==> src/rtl/ttrc_pkg.sv <==
`default_nettype none
package ttrc_pkg;

  localparam int unsigned BYTE_W = 8;
  localparam int unsigned TERM_W = 16;

  localparam logic [TERM_W:0]   FOLD_MOD  = 17'd65535;
  localparam logic [TERM_W-1:0] TERM_ONE  = 16'd1;
  localparam logic [TERM_W-1:0] TERM_ZERO = 16'd0;
  localparam logic [TERM_W:0]   TERM_WRAP = 17'h10000;
  localparam logic [BYTE_W-1:0] SEED_OFS  = 8'd7;
  localparam logic [BYTE_W-1:0] POS_FIRST = 8'd1;

  // alpha = 17*i mod 256, beta = 31*i mod 256, done as shift and add/subtract
  function automatic logic [BYTE_W-1:0] alpha_of(input logic [BYTE_W-1:0] idx);
    alpha_of = {idx[3:0], 4'b0000} + idx;
  endfunction

  function automatic logic [BYTE_W-1:0] beta_of(input logic [BYTE_W-1:0] idx);
    beta_of = {idx[2:0], 5'b00000} - idx;
  endfunction

endpackage
`default_nettype wire

==> src/rtl/three_term_recurrence_checksum_unit.sv <==
// Channel | valid     | stall     | payload
// in      | in_valid  | in_stall  | data_byte, first_byte, last_byte
// out     | out_valid | out_stall | checksum
//
// One word accepted per cycle while in_stall is low; the last byte of a message
// is registered in the byte register, then its checksum in the checksum register.
// The byte register feeds one pass of two narrow multiplies, a compare and
// subtract and a mod-65535 fold, which closes the term recurrence each cycle the byte register fires.
// Reset (rst, synchronous) empties both registers and sets the terms to 1.
// in_stall rises only while a finished checksum is held and the next byte
// also closes a message.
`default_nettype none
module three_term_recurrence_checksum_unit (
  input  wire                           clk,
  input  wire                           rst,
  input  wire                           in_valid,
  output logic                          in_stall,
  input  wire  [ttrc_pkg::BYTE_W-1:0]   data_byte,
  input  wire                           first_byte,
  input  wire                           last_byte,
  output logic                          out_valid,
  input  wire                           out_stall,
  output logic [ttrc_pkg::TERM_W-1:0]   checksum
);
  import ttrc_pkg::*;

  logic              s1_valid;
  logic [BYTE_W-1:0] s1_byte;
  logic              s1_first;
  logic              s1_last;

  logic [TERM_W-1:0] prev_term;
  logic [TERM_W-1:0] cur_term;
  logic [BYTE_W-1:0] position;

  logic              in_accept;
  logic              s1_fire;
  logic [BYTE_W:0]   factor;
  logic [24:0]       prod_a;
  logic [23:0]       prod_b;
  logic              a_ge_b;
  logic [24:0]       mag;
  logic [TERM_W:0]   fold_sum;
  logic [TERM_W-1:0] residue;
  logic [TERM_W-1:0] term_next;
  logic [TERM_W-1:0] cur_next;

  assign s1_fire   = s1_valid && (!s1_last || !out_valid || !out_stall);
  assign in_stall  = s1_valid && !s1_fire;
  assign in_accept = in_valid && !in_stall;

  always_comb begin
    factor   = {1'b0, s1_byte} + {1'b0, alpha_of(position)};
    prod_a   = factor * cur_term;
    prod_b   = beta_of(position) * prev_term;
    a_ge_b   = prod_a >= {1'b0, prod_b};
    mag      = a_ge_b ? prod_a - {1'b0, prod_b} : {1'b0, prod_b} - prod_a;
    // 2^16 = 1 mod 65535: fold the top bits back onto the low half
    fold_sum = {8'b0, mag[24:16]} + {1'b0, mag[15:0]};
    if (fold_sum >= FOLD_MOD) begin
      residue = TERM_W'(fold_sum - FOLD_MOD);
    end else begin
      residue = fold_sum[TERM_W-1:0];
    end
    // negative difference: 64-bit wrap leaves (1 - r) mod 65535
    if (a_ge_b) begin
      term_next = residue;
    end else if (residue == TERM_ZERO) begin
      term_next = TERM_ONE;
    end else if (residue == TERM_ONE) begin
      term_next = TERM_ZERO;
    end else begin
      term_next = TERM_W'(TERM_WRAP - {1'b0, residue});
    end
    cur_next = s1_first ? ({8'b0, s1_byte} + {8'b0, SEED_OFS}) : term_next;
  end

  always_ff @(posedge clk) begin
    if (rst) begin
      s1_valid <= 1'b0;
    end else if (in_accept) begin
      s1_valid <= 1'b1;
    end else if (s1_fire) begin
      s1_valid <= 1'b0;
    end
  end

  always_ff @(posedge clk) begin
    if (in_accept) begin
      s1_byte  <= data_byte;
      s1_first <= first_byte;
      s1_last  <= last_byte;
    end
  end

  always_ff @(posedge clk) begin
    if (rst) begin
      prev_term <= TERM_ONE;
      cur_term  <= TERM_ONE;
      position  <= '0;
    end else if (s1_fire) begin
      prev_term <= s1_first ? TERM_ONE : cur_term;
      cur_term  <= cur_next;
      position  <= s1_first ? POS_FIRST : position + 1'b1;
    end
  end

  always_ff @(posedge clk) begin
    if (rst) begin
      out_valid <= 1'b0;
    end else if (s1_fire && s1_last) begin
      out_valid <= 1'b1;
    end else if (!out_stall) begin
      out_valid <= 1'b0;
    end
  end

  always_ff @(posedge clk) begin
    if (s1_fire && s1_last) begin
      checksum <= cur_next;
    end
  end

endmodule
`default_nettype wire

==> config.mk <==
export PLATFORM = sky130hd
export DESIGN_NAME = three_term_recurrence_checksum_unit
export DESIGN_NICKNAME = d
export VERILOG_FILES = /design/src/rtl/ttrc_pkg.sv /design/src/rtl/three_term_recurrence_checksum_unit.sv
export SDC_FILE = /design/constraint.sdc
export NUM_CORES = 1
export LEC_CHECK = 0
export BUFFER_PORTS_ARGS = -buffer_cell sky130_fd_sc_hd__buf_2
export CORE_MARGIN = 5
export CORE_UTILIZATION = 47
export DETAILED_ROUTE_END_ITERATION = 6
export GPL_ROUTABILITY_DRIVEN = 0
export PLACE_DENSITY = 0.65
export SLEW_MARGIN = 25
export SYNTH_ARGS = -nofsm -noshare
export SYNTH_HDL_FRONTEND = slang
export SYNTH_SLANG_ARGS = --single-unit
==> constraint.sdc <==
create_clock -name clk -period 30.5 [get_ports clk]
set_input_delay 1.525 -clock clk [delete_from_list [all_inputs] [get_ports clk]]
set_output_delay 1.525 -clock clk [all_outputs]
set_load 0.005 [all_outputs]
=== Word level (Yosys, flattened, before mapping) ===
Cells that the tools add are included.
W data, S select, Z words.

* Output and inout bits: 18
* Memory bits (read-only): 0
* Latch bits: 0
* Register bits after elaboration: 68
* Memories kept: 0
* Bits in writable memories: 0
* Word-level logic and storage cells: 50

* Shift-type cells: 0
* Reductions and logical operators: 13
* Divide/modulo/power cells: 0
* Equal/unequal tests: 2
* Add/sub/neg operators: 10
* Mux-type cells: 12
* Bitwise operators: 0
* Multiply operators: 2
* $lt $le $gt $ge: 2

{| class="wikitable"
|+ Operator list
! cell !! count
|-
| $mux W16 || 6
|-
| $ge A25 B24 Y1 || 1
|-
| $mul A9 B16 Y25 || 1
|-
| $mux W25 || 1
|-
| $sub A24 B25 Y25 || 1
|-
| $sub A25 B24 Y25 || 1
|-
| $mul A8 B16 Y24 || 1
|-
| $add A9 B16 Y17 || 1
|-
| $ge A17 B16 Y1 const B || 1
|-
| $eq A16 B1 Y1 const B || 1
|-
| $logic_not A16 Y1 || 1
|-
| $sub A1 B16 Y16 const A || 1
|-
| $sub A16 B16 Y16 const B || 1
|-
| $add A8 B3 Y9 const B || 1
|-
| $add A8 B8 Y9 || 1
|-
| $add A8 B1 Y8 const B || 1
|-
| $add A8 B8 Y8 || 1
|-
| $mux W8 || 1
|-
| $sub A8 B8 Y8 || 1
|-
| $logic_not A1 Y1 || 5
|-
| $logic_and A1 B1 Y1 || 4
|-
| $mux W1 || 4
|-
| $logic_or A1 B1 Y1 || 2
|-
| $ne A2 B1 Y1 const B || 1
|-
| $reduce_bool A2 Y1 || 1
|}

=== Longest topological paths before layout ===
* Word-level depth: 13
* Gate-level depth with buffers: 69
* Depth with buffers taken out: 64

=== Least setup slack after synthesis ===
OpenSTA, ideal clock, no wires.

* Path type: reg-to-reg
* From: register position[0]
* To: register cur_term[2]
* Setup time: 0.115 ns
* Cell stages (with the launch flop): 61
* Arrival: 12.836 ns
* Setup slack: 17.549 ns
* Cells stage by stage: dfxtp_1 clkbuf_1 clkbuf_1 inv_1 ha_1 a31oi_1 xnor2_1 clkbuf_1 nand2_1 fa_1 fa_1 inv_1 fa_1 inv_1 fa_1 inv_1 ha_1 a21oi_1 [25 not listed] ha_1 and2_1 a311o_1 a31o_2 a21oi_1 xnor2_1 and2_1 nand2_1 a2111oi_4 o211ai_2 and2_1 buf_2 xnor2_1 ha_1 nand2b_1 a31oi_2 a221o_1 o21ba_1

* Longest elaborated chain between the ends: 13

{| class="wikitable"
|+ RTL lines
! what !! RTL line !! RTL
|-
| start: declaration || three_term_recurrence_checksum_unit.sv:34 || <nowiki>logic [BYTE_W-1:0] position;</nowiki>
|-
| start signal: assignment || three_term_recurrence_checksum_unit.sv:104 || <nowiki>position <= s1_first ? POS_FIRST : position + 1'b1;</nowiki>
|-
| $add A8 B8 Y8 || ttrc_pkg.sv:16 || <nowiki>alpha_of = {idx[3:0], 4'b0000} + idx;</nowiki>
|-
| $add A8 B8 Y9 || three_term_recurrence_checksum_unit.sv:53 || <nowiki>factor = {1'b0, s1_byte} + {1'b0, alpha_of(position)};</nowiki>
|-
| $mul A9 B16 Y25 || three_term_recurrence_checksum_unit.sv:54 || <nowiki>prod_a = factor * cur_term;</nowiki>
|-
| $sub A24 B25 Y25 (tied with other cells) || three_term_recurrence_checksum_unit.sv:57 || <nowiki>mag = a_ge_b ? prod_a - {1'b0, prod_b} : {1'b0, prod_b} - prod_a;</nowiki>
|-
| $mux W25 || three_term_recurrence_checksum_unit.sv:57 ||
|-
| $add A9 B16 Y17 || three_term_recurrence_checksum_unit.sv:59 || <nowiki>fold_sum = {8'b0, mag[24:16]} + {1'b0, mag[15:0]};</nowiki>
|-
| $sub A16 B16 Y16 / $ge A17 B16 Y1 (equally long branches) || three_term_recurrence_checksum_unit.sv:61, three_term_recurrence_checksum_unit.sv:60 ||
|-
| $mux W16 || three_term_recurrence_checksum_unit.sv:60 || <nowiki>if (fold_sum >= FOLD_MOD) begin</nowiki>
|-
| $sub A1 B16 Y16 / $eq A16 B1 Y1 (equally long branches) || three_term_recurrence_checksum_unit.sv:73, three_term_recurrence_checksum_unit.sv:70 ||
|-
| $mux W16 || three_term_recurrence_checksum_unit.sv:70 || <nowiki>end else if (residue == TERM_ONE) begin</nowiki>
|-
| $mux W16 || three_term_recurrence_checksum_unit.sv:68 || <nowiki>end else if (residue == TERM_ZERO) begin</nowiki>
|-
| $mux W16 * || three_term_recurrence_checksum_unit.sv:66 || <nowiki>if (a_ge_b) begin</nowiki>
|-
| $mux W16 * || three_term_recurrence_checksum_unit.sv:75 || <nowiki>cur_next = s1_first ? ({8'b0, s1_byte} + {8'b0, SEED_OFS}) : term_next;</nowiki>
|-
| via cur_next[2] || three_term_recurrence_checksum_unit.sv:46 || <nowiki>logic [TERM_W-1:0] cur_next;</nowiki>
|-
| end signal: assignment || three_term_recurrence_checksum_unit.sv:103 || <nowiki>cur_term <= cur_next;</nowiki>
|-
| end: declaration || three_term_recurrence_checksum_unit.sv:33 || <nowiki>logic [TERM_W-1:0] cur_term;</nowiki>
|}

The timed path passes the listed nets; every way through them passes the cells marked *.
A chain may end at the register's enable or synchronous reset.

=== Worst setup path in the final report ===
* From: register position[0]
* To: register cur_term[4]

Same word-level chain as after synthesis.

==> results.ini <==
[yosys]
ys_top_cells_by_count = 303 x inv_1, 228 x nand2_1, 188 x fa_1
syn-num-nets = 2302
yosys.area.top_type_share_pct = 23.8
syn-cell-area_sq_mm = 0.0158
synth_warnings = 0
synth_ff_type = dfxtp_1
muxShareOfSynthArea_pct = 0.885
synth-edff-count = 26
ys_ff_latch = 68
synth_area_leaders = fa_1 24%, ha_1 13%, inv_1 7.2%
synth_most_common_cell = inv_1
ys_types = 94
synth_compound_area_share_pct = 16.5
synth-simple-area-share_pct = 19.2
synth-xor-area-share_pct = 6.80
synth_top_area_cell = fa_1
syn_avg_cell_area_sq_um = 8.18
async_flop_share_pct = 0
synth_top_family_by_area = adder cells
synth_fa_ha_area_share_pct = 36.7
yosysSeqAreaShare_pct = 10.2
syn_inst = 1936

[cells_and_area]
regArea_sq_mm = 0.00162
n_fill_cell = 3275
area_delta_synth_final_pct = 5.17
final_core_util_pct = 49.9
multi_input_area_sq_mm = 0.0127
n_antenna_cell = 0
nets = 2267
instances_no_fill = 2354
drive_gt1_share_pct = 5.98

[setup_path]
cpPeakStageDelay_ns = 0.54
worstSetupPathType = reg -> reg
cp_max_fo = 38
regToRegStartpoint = position[0]
r2r_slack_ns = 15.94
cp.required_ns = 30.74
cp_data_arrival_time_ns = 14.80
crit_family = compound AO/OA/AOI/OAI gates
worstPathBufferInverterCount = 5
cpMostUsedCell = a21oi_1
cp.depth = 60
cp_slowest_cell = fa_1
endpoint_kind = flip-flop
cp-start-kind = flip-flop
r2r_cells = 60
worstReg2RegEnd = cur_term[4]

[clocking]
cts_max_level = 3
clock-root-buffer = clkbuf_16
clockBufferDepth = 2
cts-hold-fix-buffers = 0
cts_setup_buffers = 0
clock_latency_ns = 0.35
cts.clk_slew.worst_paths_ns = 0.08
cts.sinks = 68
ctsResizeCount = 0
cts_buffers = 9
cts_tree = done

[detailed_routing]
via_count = 13100
viasPerCell = 5.58
drtPass1Iterations = 5
post_drt_wl_per_cell_microns = 17.2
final_antenna_net_count = 0
drc = 0
first_iter_violations = 806
wl_microns = 40400

[global_route]
antenna_found_initial = 0
grt_usage_pct = 21.3
grt_start_max_net_pins = 39
grt_pass1_vias = 13200
grt_pass1_wl_microns = 67200
grt_overflow = 0

[sta]
max_slew.worst_pin.slew_ns = 0.933
setup_tns_ns = 0
slew_violations = 0
hold-worst-slack_ns = 0.479
setup_viol = 0
hold_viol_final = 0
post-route-period-util_pct = 47.7
fmax_mhz = 68.7
rsz0062_at_grt = false
skew_ns = 0.0175
slew_headroom_pct = 37.4
final_period_minus_worst_setup_slack_ns = 14.56

[floorplanning]
dieWidth_microns = 194
dieHeight_microns = 194
core_sq_mm = 0.0334
initial_core_util_pct = 47.5
pin_count = 32
row_count = 67
fp.dieArea_sq_mm = 0.0375

[job]
drv_cap = 0

[place]
dpl.cell_count = 2338
io_buffers = 31
hpwl_microns = 33500

[worst_hold_path]
hold_end = position[0]
hp-class = reg -> reg
whs_path_depth = 1
hold_start = position[0]

[run_status]
status = finished clean

==> worst reg2reg max path: cells and delay by family (launching register included) <==
family / cells / cell delay, ns
compound gates: 29 / 5.95
simple gates: 10 / 1.98
xor+xnor: 4 / 0.73
buf+inv: 5 / 0.77
fa+ha+maj: 11 / 4.30
mux: 1 / 0.35
flops: 1 / 0.36
==> worst max path at each step <==
stage	startpoint	end
CTS	position[0]	cur_term[4]
finish	position[0]	cur_term[4]
global route	position[0]	cur_term[2]
floorplan	position[0]	cur_term[2]
global placement	position[0]	cur_term[4]
detailed placement	position[0]	cur_term[3]
==> layer usage <==
layer | wire length, microns | up-vias | global-route usage, % | part of all wire [%]
met5 | 0 | - | 0 | 0
met4 | 1160 | 0 | 6.08 | 2.9
met3 | 1600 | 54 | 1.84 | 4.0
met2 | 19700 | 353 | 37.2 | 49
met1 | 18000 | 6488 | 28.3 | 44
li1 | - | 6247 | - | -
==> sequential cells by signal, indices dropped and copies added (netlist names) <==
signal	flops
cur_term	16
position	8
s1_first	1
checksum	16
s1_valid	1
s1_byte	8
out_valid	1
s1_last	1
prev_term	16
==> final cells by class <==
| class | instances | area share, % |
|---|---|---|
| clock buffers | 13 | 1.83 |
| multi-input cells | 1471 | 76.3 |
| inverters | 303 | 6.83 |
| repair buffers | 48 | 1.70 |
| well taps | 448 | 3.37 |
| flip-flops and latches | 68 | 9.74 |
| clock inverters | 3 | 0.270 |
==> cell usage in the layout, fill, tap and decap left out, types with 12 or more instances in the layout <==
cell type    n
a21o_1      37
a21oi_1    108
a31oi_1     13
and2_1     145
and3_1      15
buf_2       31
buf_4       17
clkbuf_16   12
dfxtp_1     42
edfxtp_1    26
fa_1       188
ha_1       164
inv_1      303
nand2_1    228
nand2b_1    20
nand3_1     28
nand4_1     13
nor2_1      82
nor2b_1     12
nor3_1      27
o211ai_1    16
o21ai_0     46
o21bai_1    28
xnor2_1     79
xor2_1      42
==> kinds of logic after synthesis <==
logic type / count (synthesis)
compound gates: 371
xor+xnor: 123
fa+ha+maj: 352
buf+inv: 397
flops: 68
mux: 13
simple gates: 612
==> metrics by stage <==
stage | instance area [sq um] | worst slack, ns
2_1_floorplan | 15800 | 17.55
3_3_place_gp | 16300 | 16.62
5_1_grt | 16700 | 14.81
6_report | 16700 | 15.94
4_1_cts | 16700 | 16.09
3_5_place_dp | 16300 | 16.14
Power is left out: the tool's default activity adds up to more than one toggle a clock period on the data nets, which glitch-free logic cannot reach.
